`src/rtl/kfpv_pkg.sv`:
```
// kfpv_pkg: shared types, constants and the 32-bit saturation helper
// for the constant-velocity kalman filter; no dependencies
`timescale 1ns / 1ps

package kfpv_pkg;

    localparam int DEF_FRAC_BITS = 16;
    localparam int DATA_W        = 32;
    localparam int CFG_IDX_W     = 3;
    localparam int SAT_W         = 66;
    localparam int VAR_UNITS     = 1000;

    typedef enum logic [CFG_IDX_W-1:0] {
        CFG_MEAS_NOISE = 3'd0,
        CFG_DRIFT_POS  = 3'd1,
        CFG_DRIFT_VEL  = 3'd2,
        CFG_INIT_POS   = 3'd3,
        CFG_INIT_VEL   = 3'd4,
        CFG_INIT_VAR   = 3'd5
    } kfpv_cfg_idx_t;

    // controller to datapath
    typedef struct packed {
        logic capture;
        logic prep;
        logic div_step;
        logic gain;
        logic mul_step;
        logic pred;
    } kfpv_cmd_t;

    // datapath to controller
    typedef struct packed {
        logic div_done;
        logic mul_done;
    } kfpv_sts_t;

    typedef struct packed {
        logic signed [DATA_W-1:0] val;
        logic                     clip;
    } kfpv_sat_t;

    function automatic kfpv_sat_t sat32(input logic signed [SAT_W-1:0] v);
        kfpv_sat_t r;
        if ((&v[SAT_W-1:DATA_W-1]) || !(|v[SAT_W-1:DATA_W-1])) begin
            r.val  = v[DATA_W-1:0];
            r.clip = 1'b0;
        end else begin
            r.val  = v[SAT_W-1] ? {1'b1, {(DATA_W-1){1'b0}}} : {1'b0, {(DATA_W-1){1'b1}}};
            r.clip = 1'b1;
        end
        return r;
    endfunction

endpackage

```
`src/rtl/kfpv_ctrl.sv`:
```
// kfpv_ctrl: sequencing state machine of the filter step
// depends on kfpv_pkg for command and status structs
`timescale 1ns / 1ps

module kfpv_ctrl (
    input  logic                 aclk,
    input  logic                 aresetn,
    input  logic                 s_valid,
    output logic                 s_ready,
    output logic                 m_valid,
    input  logic                 m_ready,
    input  kfpv_pkg::kfpv_sts_t  sts,
    output kfpv_pkg::kfpv_cmd_t  cmd
);

    typedef enum logic [5:0] {
        ST_IDLE = 6'b000001,
        ST_PREP = 6'b000010,
        ST_DIV  = 6'b000100,
        ST_GAIN = 6'b001000,
        ST_MUL  = 6'b010000,
        ST_PRED = 6'b100000
    } state_t;

    state_t state_reg, state_next;
    logic   m_valid_reg, m_valid_next;
    logic   out_free;

    assign s_ready  = (state_reg == ST_IDLE);
    assign m_valid  = m_valid_reg;
    assign out_free = !m_valid_reg || m_ready;

    always_comb begin
        state_next   = state_reg;
        m_valid_next = m_valid_reg && !m_ready;
        cmd          = '0;
        case (state_reg)
            ST_IDLE: begin
                cmd.capture = s_valid;
                if (s_valid) state_next = ST_PREP;
            end
            ST_PREP: begin
                cmd.prep   = 1'b1;
                state_next = ST_DIV;
            end
            ST_DIV: begin
                cmd.div_step = 1'b1;
                if (sts.div_done) state_next = ST_GAIN;
            end
            ST_GAIN: begin
                cmd.gain   = 1'b1;
                state_next = ST_MUL;
            end
            ST_MUL: begin
                cmd.mul_step = 1'b1;
                if (sts.mul_done) state_next = ST_PRED;
            end
            ST_PRED: begin
                // hold until the result slot is free
                if (out_free) begin
                    cmd.pred     = 1'b1;
                    m_valid_next = 1'b1;
                    state_next   = ST_IDLE;
                end
            end
            default: state_next = ST_IDLE;
        endcase
    end

    always_ff @(posedge aclk) begin
        if (!aresetn) begin
            state_reg   <= ST_IDLE;
            m_valid_reg <= 1'b0;
        end else begin
            state_reg   <= state_next;
            m_valid_reg <= m_valid_next;
        end
    end

endmodule

```
`config.mk`:
```
export PLATFORM = sky130hd
export DESIGN_NAME = kfpv_ctrl
export DESIGN_NICKNAME = d
export VERILOG_FILES = /design/src/rtl/kfpv_pkg.sv /design/src/rtl/kfpv_ctrl.sv
export SDC_FILE = /design/constraint.sdc
export NUM_CORES = 1
export LEC_CHECK = 0
export ABC_CLOCK_PERIOD_IN_PS = 2300
export BUFFER_PORTS_ARGS = -buffer_cell sky130_fd_sc_hd__buf_2
export CORE_AREA = 4 4 41 43
export DETAILED_ROUTE_END_ITERATION = 7
export DIE_AREA = 0 0 45 47
export SLEW_MARGIN = 30
export SYNTH_ARGS = -nofsm -noshare
export SYNTH_HDL_FRONTEND = slang
export SYNTH_SLANG_ARGS = --single-unit
```
`constraint.sdc`:
```
create_clock -name aclk -period 2.3 [get_ports aclk]
set_clock_uncertainty 0.2 [all_clocks]
set_input_delay 0.115 -clock aclk [delete_from_list [all_inputs] [get_ports aclk]]
set_output_delay 0.115 -clock aclk [all_outputs]
set_load 0.01 [all_outputs]
```
# Word-level counts from Yosys, hierarchy flattened
# Index checks and enable logic that the tools add are counted.
[word_totals]
ff_bits = 7
word_cells = 31
[classes]
n_eq_ne = 10
muxes = 14
n_reduce_logical = 5
[op_table]
columns = ["cell", "count"]
rows = [
  ["6-bit case mux with 6 select lines", 1],
  ["6-bit 2-to-1 mux", 4],
  ["1-bit 2-to-1 mux", 9],
  ["2-bit inequality test (second input constant)", 4],
  ["6-bit by 1-bit == test with 1-bit output (second input constant)", 1],
  ["6-bit by 2-bit == test with 1-bit output (second input constant)", 1],
  ["6-bit by 3-bit == test with 1-bit output (second input constant)", 1],
  ["6-bit by 4-bit == test with 1-bit output (second input constant)", 1],
  ["6-bit by 5-bit == test with 1-bit output (second input constant)", 1],
  ["6-bit == test (second input constant)", 1],
  ["4-bit AND reduction", 1],
  ["1-bit logical NOT", 2],
  ["1-bit logical AND", 1],
  ["1-bit logical OR", 1],
]

# Longest topological paths before layout
[logic_depth]
ltp_word = 4
mapped_depth = 5
ltp_nobuf = 5

# Worst setup path after synthesis
# OpenSTA, ideal clock, no wires.
[synth_timing]
path_type = "reg2reg"
startpoint = "register state_reg[2]"
endpoint = "register state_reg[2]"
setup_time_ns = 0.059
t_arrival_ns = 1.429
t_required_ns = 2.041
path_slack_ns = 0.613
path_stages_with_launch = 4
synth_period_minus_slack_ns = 1.687
cell_sequence = "dfxtp_1 -> or4_4 -> nor3b_1 -> o21a_1"
[synth_between]
elab_chain_len = 3
word_cells_on_any_way = 12
cone_classes = "eq/ne: 10; mux: 1; reduce/logical: 1"
[synth_rtl]
columns = ["item", "line_no", "rtl"]
rows = [
  ["from (decl)", "kfpv_ctrl.sv:25", "state_t state_reg, state_next;"],
  ["from (signal assigned)", "kfpv_ctrl.sv:75", "state_reg <= state_next;"],
  ["6-bit == test (tied with other cells)", "kfpv_ctrl.sv:37", "case (state_reg)"],
  ["2-bit inequality test (no source line)", "n/a", ""],
  ["4-bit AND reduction (no source line)", "n/a", ""],
]
# Parallel ways exist; a longest one is shown, timed or not.
# A chain may end at the register's enable or synchronous reset.

# Worst setup path in the final report
[layout_timing]
startpoint = "register state_reg[2]"
endpoint = "register state_reg[0]"
# Same word-level chain as after synthesis.

==> impl_metrics.prom <==
# TYPE chip_impl_metric gauge
chip_impl_metric{name="wl_per_cell",unit="µm"} 10.89
chip_impl_metric{name="clock_insertion_delay_worst_skew",unit="ns"} 0.25
chip_impl_metric{name="die_area",unit="µm²"} 2115
chip_impl_metric{name="global_route.overflow_total",unit=""} 0
chip_impl_metric{name="final_layout_size_suffix_gt1_share",unit="%"} 32.79
chip_impl_metric{name="max-clock-path-buffers",unit=""} 2
chip_impl_metric{name="power_frac_clock",unit="%"} 36.5
chip_impl_info{name="criticalPathCategory",value="register to register"} 1
chip_impl_metric{name="numPortBuffers",unit=""} 13
chip_impl_metric{name="hold-worst-slack",unit="ns"} 0.01409
chip_impl_metric{name="design.portCount",unit=""} 14
chip_impl_metric{name="report.final.slew_viol_count",unit=""} 0
chip_impl_metric{name="area_growth",unit="%"} 49.13
chip_impl_metric{name="timing.slew.headroom",unit="%"} 77.37
chip_impl_info{name="result_of_the_run",value="finished clean"} 1
chip_impl_metric{name="power.leakage",unit="µW"} 0.0002713
chip_impl_metric{name="syn_area",unit="µm²"} 361.6
chip_impl_metric{name="vias",unit=""} 366
chip_impl_metric{name="minimum_clock_period_after_layout",unit="ns"} 2.198
chip_impl_metric{name="grt_antenna_before_repair",unit=""} 0
chip_impl_metric{name="path_clk_slew",unit="ns"} 0.05
chip_impl_info{name="cts_tree",value="done"} 1
chip_impl_metric{name="setup-violations-final",unit=""} 0
chip_impl_metric{name="syn_nets",unit=""} 43
chip_impl_metric{name="placeableCoreArea",unit="µm²"} 1301
chip_impl_info{name="synth.cells.most_frequent",value="7 x sky130_fd_sc_hd__dfxtp_1, 4 x sky130_fd_sc_hd__nor2b_1, 3 x sky130_fd_sc_hd__inv_1, 3 x sky130_fd_sc_hd__nand3b_1, 3 x sky130_fd_sc_hd__nor4_1"} 1
chip_impl_metric{name="route.antenna.remaining_nets",unit=""} 0
chip_impl_metric{name="number_of_synthesized_flops_with_an_enable_pin",unit=""} 0
chip_impl_metric{name="design_area",unit="µm²"} 539.3
chip_impl_metric{name="grt_util_met2",unit="%"} 15.54
chip_impl_metric{name="numClockSinks",unit=""} 7
chip_impl_info{name="grt_busiest_layer",value="met2"} 1
chip_impl_metric{name="net-switching-power",unit="µW"} 80.26
chip_impl_metric{name="p_seq_share",unit="%"} 43.7
chip_impl_metric{name="nets",unit=""} 68
chip_impl_info{name="synth_most_common_cell",value="sky130_fd_sc_hd__dfxtp_1"} 1
chip_impl_info{name="ctsRootBufferMaster",value="sky130_fd_sc_hd__clkbuf_4"} 1
chip_impl_metric{name="die_w",unit="µm"} 45
chip_impl_metric{name="grt_max_degree",unit=""} 8
chip_impl_metric{name="die_height",unit="µm"} 47
chip_impl_metric{name="synthDistinctLibCells",unit=""} 20
chip_impl_metric{name="ys_async_sr_fraction",unit="%"} 0
chip_impl_metric{name="grt_util_all_layers",unit="%"} 9.407
chip_impl_metric{name="synth.ff_latch_count",unit=""} 7
chip_impl_metric{name="intPower",unit="µW"} 225.5
chip_impl_metric{name="fin_setup_tns",unit="ns"} 0
chip_impl_metric{name="drv_cap",unit=""} 0
chip_impl_metric{name="htreeDepth",unit=""} 1
chip_impl_metric{name="initial_utilization",unit="%"} 27.79
chip_impl_metric{name="postLayoutSetupSlackWorst",unit="ns"} 0.1024
chip_impl_metric{name="synth_warnings",unit=""} 0
chip_impl_metric{name="drt_pass1_iterations",unit=""} 2
chip_impl_metric{name="worstPathRequired",unit="ns"} 2.24
chip_impl_metric{name="post-route-period-util",unit="%"} 95.55
chip_impl_metric{name="largest_register_ffs",unit=""} 6
chip_impl_metric{name="synth_largest_type_area_fraction",unit="%"} 38.75
chip_impl_metric{name="globalRouteMet3Util",unit="%"} 1.533
chip_impl_metric{name="grt_pass1_vias",unit=""} 362
chip_impl_metric{name="final_hold_fails",unit=""} 0
chip_impl_info{name="yosys-top-cells-area",value="sky130_fd_sc_hd__dfxtp_1 39%, sky130_fd_sc_hd__nor2b_1 6.9%, sky130_fd_sc_hd__nand3b_1 6.2%"} 1
chip_impl_metric{name="detail_route.drc_violations",unit=""} 0
chip_impl_metric{name="timing_worst_slew_pin_value",unit="ns"} 0.3364
chip_impl_info{name="rsz_0062_raised_after_global_routing",value="false"} 1
chip_impl_metric{name="worst_ep_arrival_time",unit="ns"} 2.14
chip_impl_metric{name="yosysSeqAreaShare",unit="%"} 38.75
chip_impl_metric{name="utilization",unit="%"} 41.44
chip_impl_metric{name="power_per_cell_area",unit="nW/µm²"} 567.0
chip_impl_metric{name="rows",unit=""} 13
chip_impl_metric{name="routabilityCongestion",unit=""} 0.7362
chip_impl_info{name="startpoint_type",value="register"} 1
chip_impl_metric{name="dp_hpwl",unit="µm"} 625.3
chip_impl_metric{name="antenna-diode-count",unit=""} 0
chip_impl_metric{name="fmax",unit="MHz"} 455.0
chip_impl_metric{name="timing.critical_path.fanout_max",unit=""} 5
chip_impl_metric{name="wl",unit="µm"} 828
chip_impl_metric{name="grt_pass1_wl",unit="µm"} 1421
chip_impl_info{name="hold_path_class",value="primary input to register"} 1
chip_impl_metric{name="numCtsBuffers",unit=""} 3
chip_impl_metric{name="drtIter0Drc",unit=""} 4
chip_impl_metric{name="synth.avg_cell_area",unit="µm²"} 9.773
chip_impl_metric{name="power_frac_comb",unit="%"} 19.8
chip_impl_info{name="ys.flop_type",value="sky130_fd_sc_hd__dfxtp_1"} 1
chip_impl_metric{name="vdd_drop_max",unit="µV"} 323.6
chip_impl_metric{name="place_ws",unit="ns"} 0.5799
chip_impl_metric{name="power.switching_fraction",unit="%"} 26.25
chip_impl_metric{name="global_route.usage.met1",unit="%"} 10.93
chip_impl_metric{name="netlist_instances",unit=""} 37
chip_impl_info{name="leading_area_contributor_after_synthesis",value="sky130_fd_sc_hd__dfxtp_1"} 1
chip_impl_info{name="critical_path.endpoint_type",value="register"} 1
chip_impl_metric{name="detailed_place.area",unit="µm²"} 445.4
chip_impl_metric{name="detail_route.vias_per_cell",unit=""} 4.816
repair_timing:
item                       4_1_cts  5_1_grt
setup endpoints to repair        0        1
buffers inserted                 0        1
hold endpoints to repair         7        0
hold buffers                     6        0
resized for setup                0        0
through the flow:
| stage | total power (µW) | std cells |
|---|---|---|
| finish | 305.8 | 76 |
| global route | 325.4 | 76 |
| CTS | 310.3 | 75 |
| detailed placement | 188.2 | 65 |
| global placement | 188.1 | 65 |
| floorplan | 169.6 | 37 |
cell families (layout without fill, tap and decap cells):
logic type,after synthesis,after routing,share of synthesized area [%]
AOI/OAI and AO/OA,7,7,16.95
xor gates and xnor gates,1,1,2.423
buffers and inverters,3,27,3.114
DFF,7,7,38.75
and+or+nand+nor,19,19,38.75
path summary, 6_finish.rpt:
kind	start	to	slack [ns]	cells after the start
max	state_reg[2]	state_reg[0]	0.10	5
min	m_ready	m_valid	0.01	3
max reg2reg	state_reg[2]	state_reg[0]	0.10	5
min reg2reg	m_valid	m_valid	0.47	2
layout make-up:
cell class,instances,area [µm²]
fillers,130,762.0
multi-input cells,27,210.2
flip-flops and latches,7,140.1
repair buffers,20,132.6
clock buffers,4,26.28
well taps,15,18.77
inverters,3,11.26
critical path, stage by stage, from the launching register on:
cell,delay [ns]
sky130_fd_sc_hd__dfxtp_1,0.33
sky130_fd_sc_hd__or4_4,0.56
sky130_fd_sc_hd__nor3b_4,0.21
sky130_fd_sc_hd__a21o_1,0.15
sky130_fd_sc_hd__o221ai_2,0.09
sky130_fd_sc_hd__dlygate4sd3_1,0.55
power by group through the flow:
stage / logic [µW] / registers [µW] / clock network, µW
after floorplan: 35.1 / 135 / 0
after global placement: 51.9 / 136 / 0
after detailed placement: 51.8 / 136 / 0
after CTS: 61.0 / 134 / 115
after global routing: 66.8 / 134 / 124
final: 60.5 / 134 / 111
layer usage:
layer  share of wire [%]  vias up
li1                    -      189
met2                  50       14
met4                 1.7        0
met5                   0        -
met3                 5.6        2
met1                  42      161
layout by cell type (no fill, tap or decap):
master,netlist,routed
sky130_fd_sc_hd__buf_4,0,1
sky130_fd_sc_hd__and2_1,2,2
sky130_fd_sc_hd__dlygate4sd3_1,0,6
sky130_fd_sc_hd__nor2b_1,4,4
sky130_fd_sc_hd__inv_1,3,3
sky130_fd_sc_hd__clkbuf_1,0,1
sky130_fd_sc_hd__clkbuf_4,0,3
sky130_fd_sc_hd__xor2_1,1,1
sky130_fd_sc_hd__o2111a_1,1,1
sky130_fd_sc_hd__nor3b_4,1,1
sky130_fd_sc_hd__dfxtp_1,7,7
sky130_fd_sc_hd__nand2_1,1,1
sky130_fd_sc_hd__o21ai_0,1,1
sky130_fd_sc_hd__a21o_1,1,1
sky130_fd_sc_hd__o21a_1,2,2
sky130_fd_sc_hd__and3b_1,1,1
sky130_fd_sc_hd__or4_4,1,1
sky130_fd_sc_hd__and3_1,1,1
sky130_fd_sc_hd__nand3b_1,3,3
sky130_fd_sc_hd__nand3_1,1,1
sky130_fd_sc_hd__a22oi_1,1,1
sky130_fd_sc_hd__nor3b_1,1,1
sky130_fd_sc_hd__buf_2,0,13
sky130_fd_sc_hd__nor4_1,3,3
sky130_fd_sc_hd__o221ai_2,1,1
No activity file was read; power rests on OpenSTA's default activity.
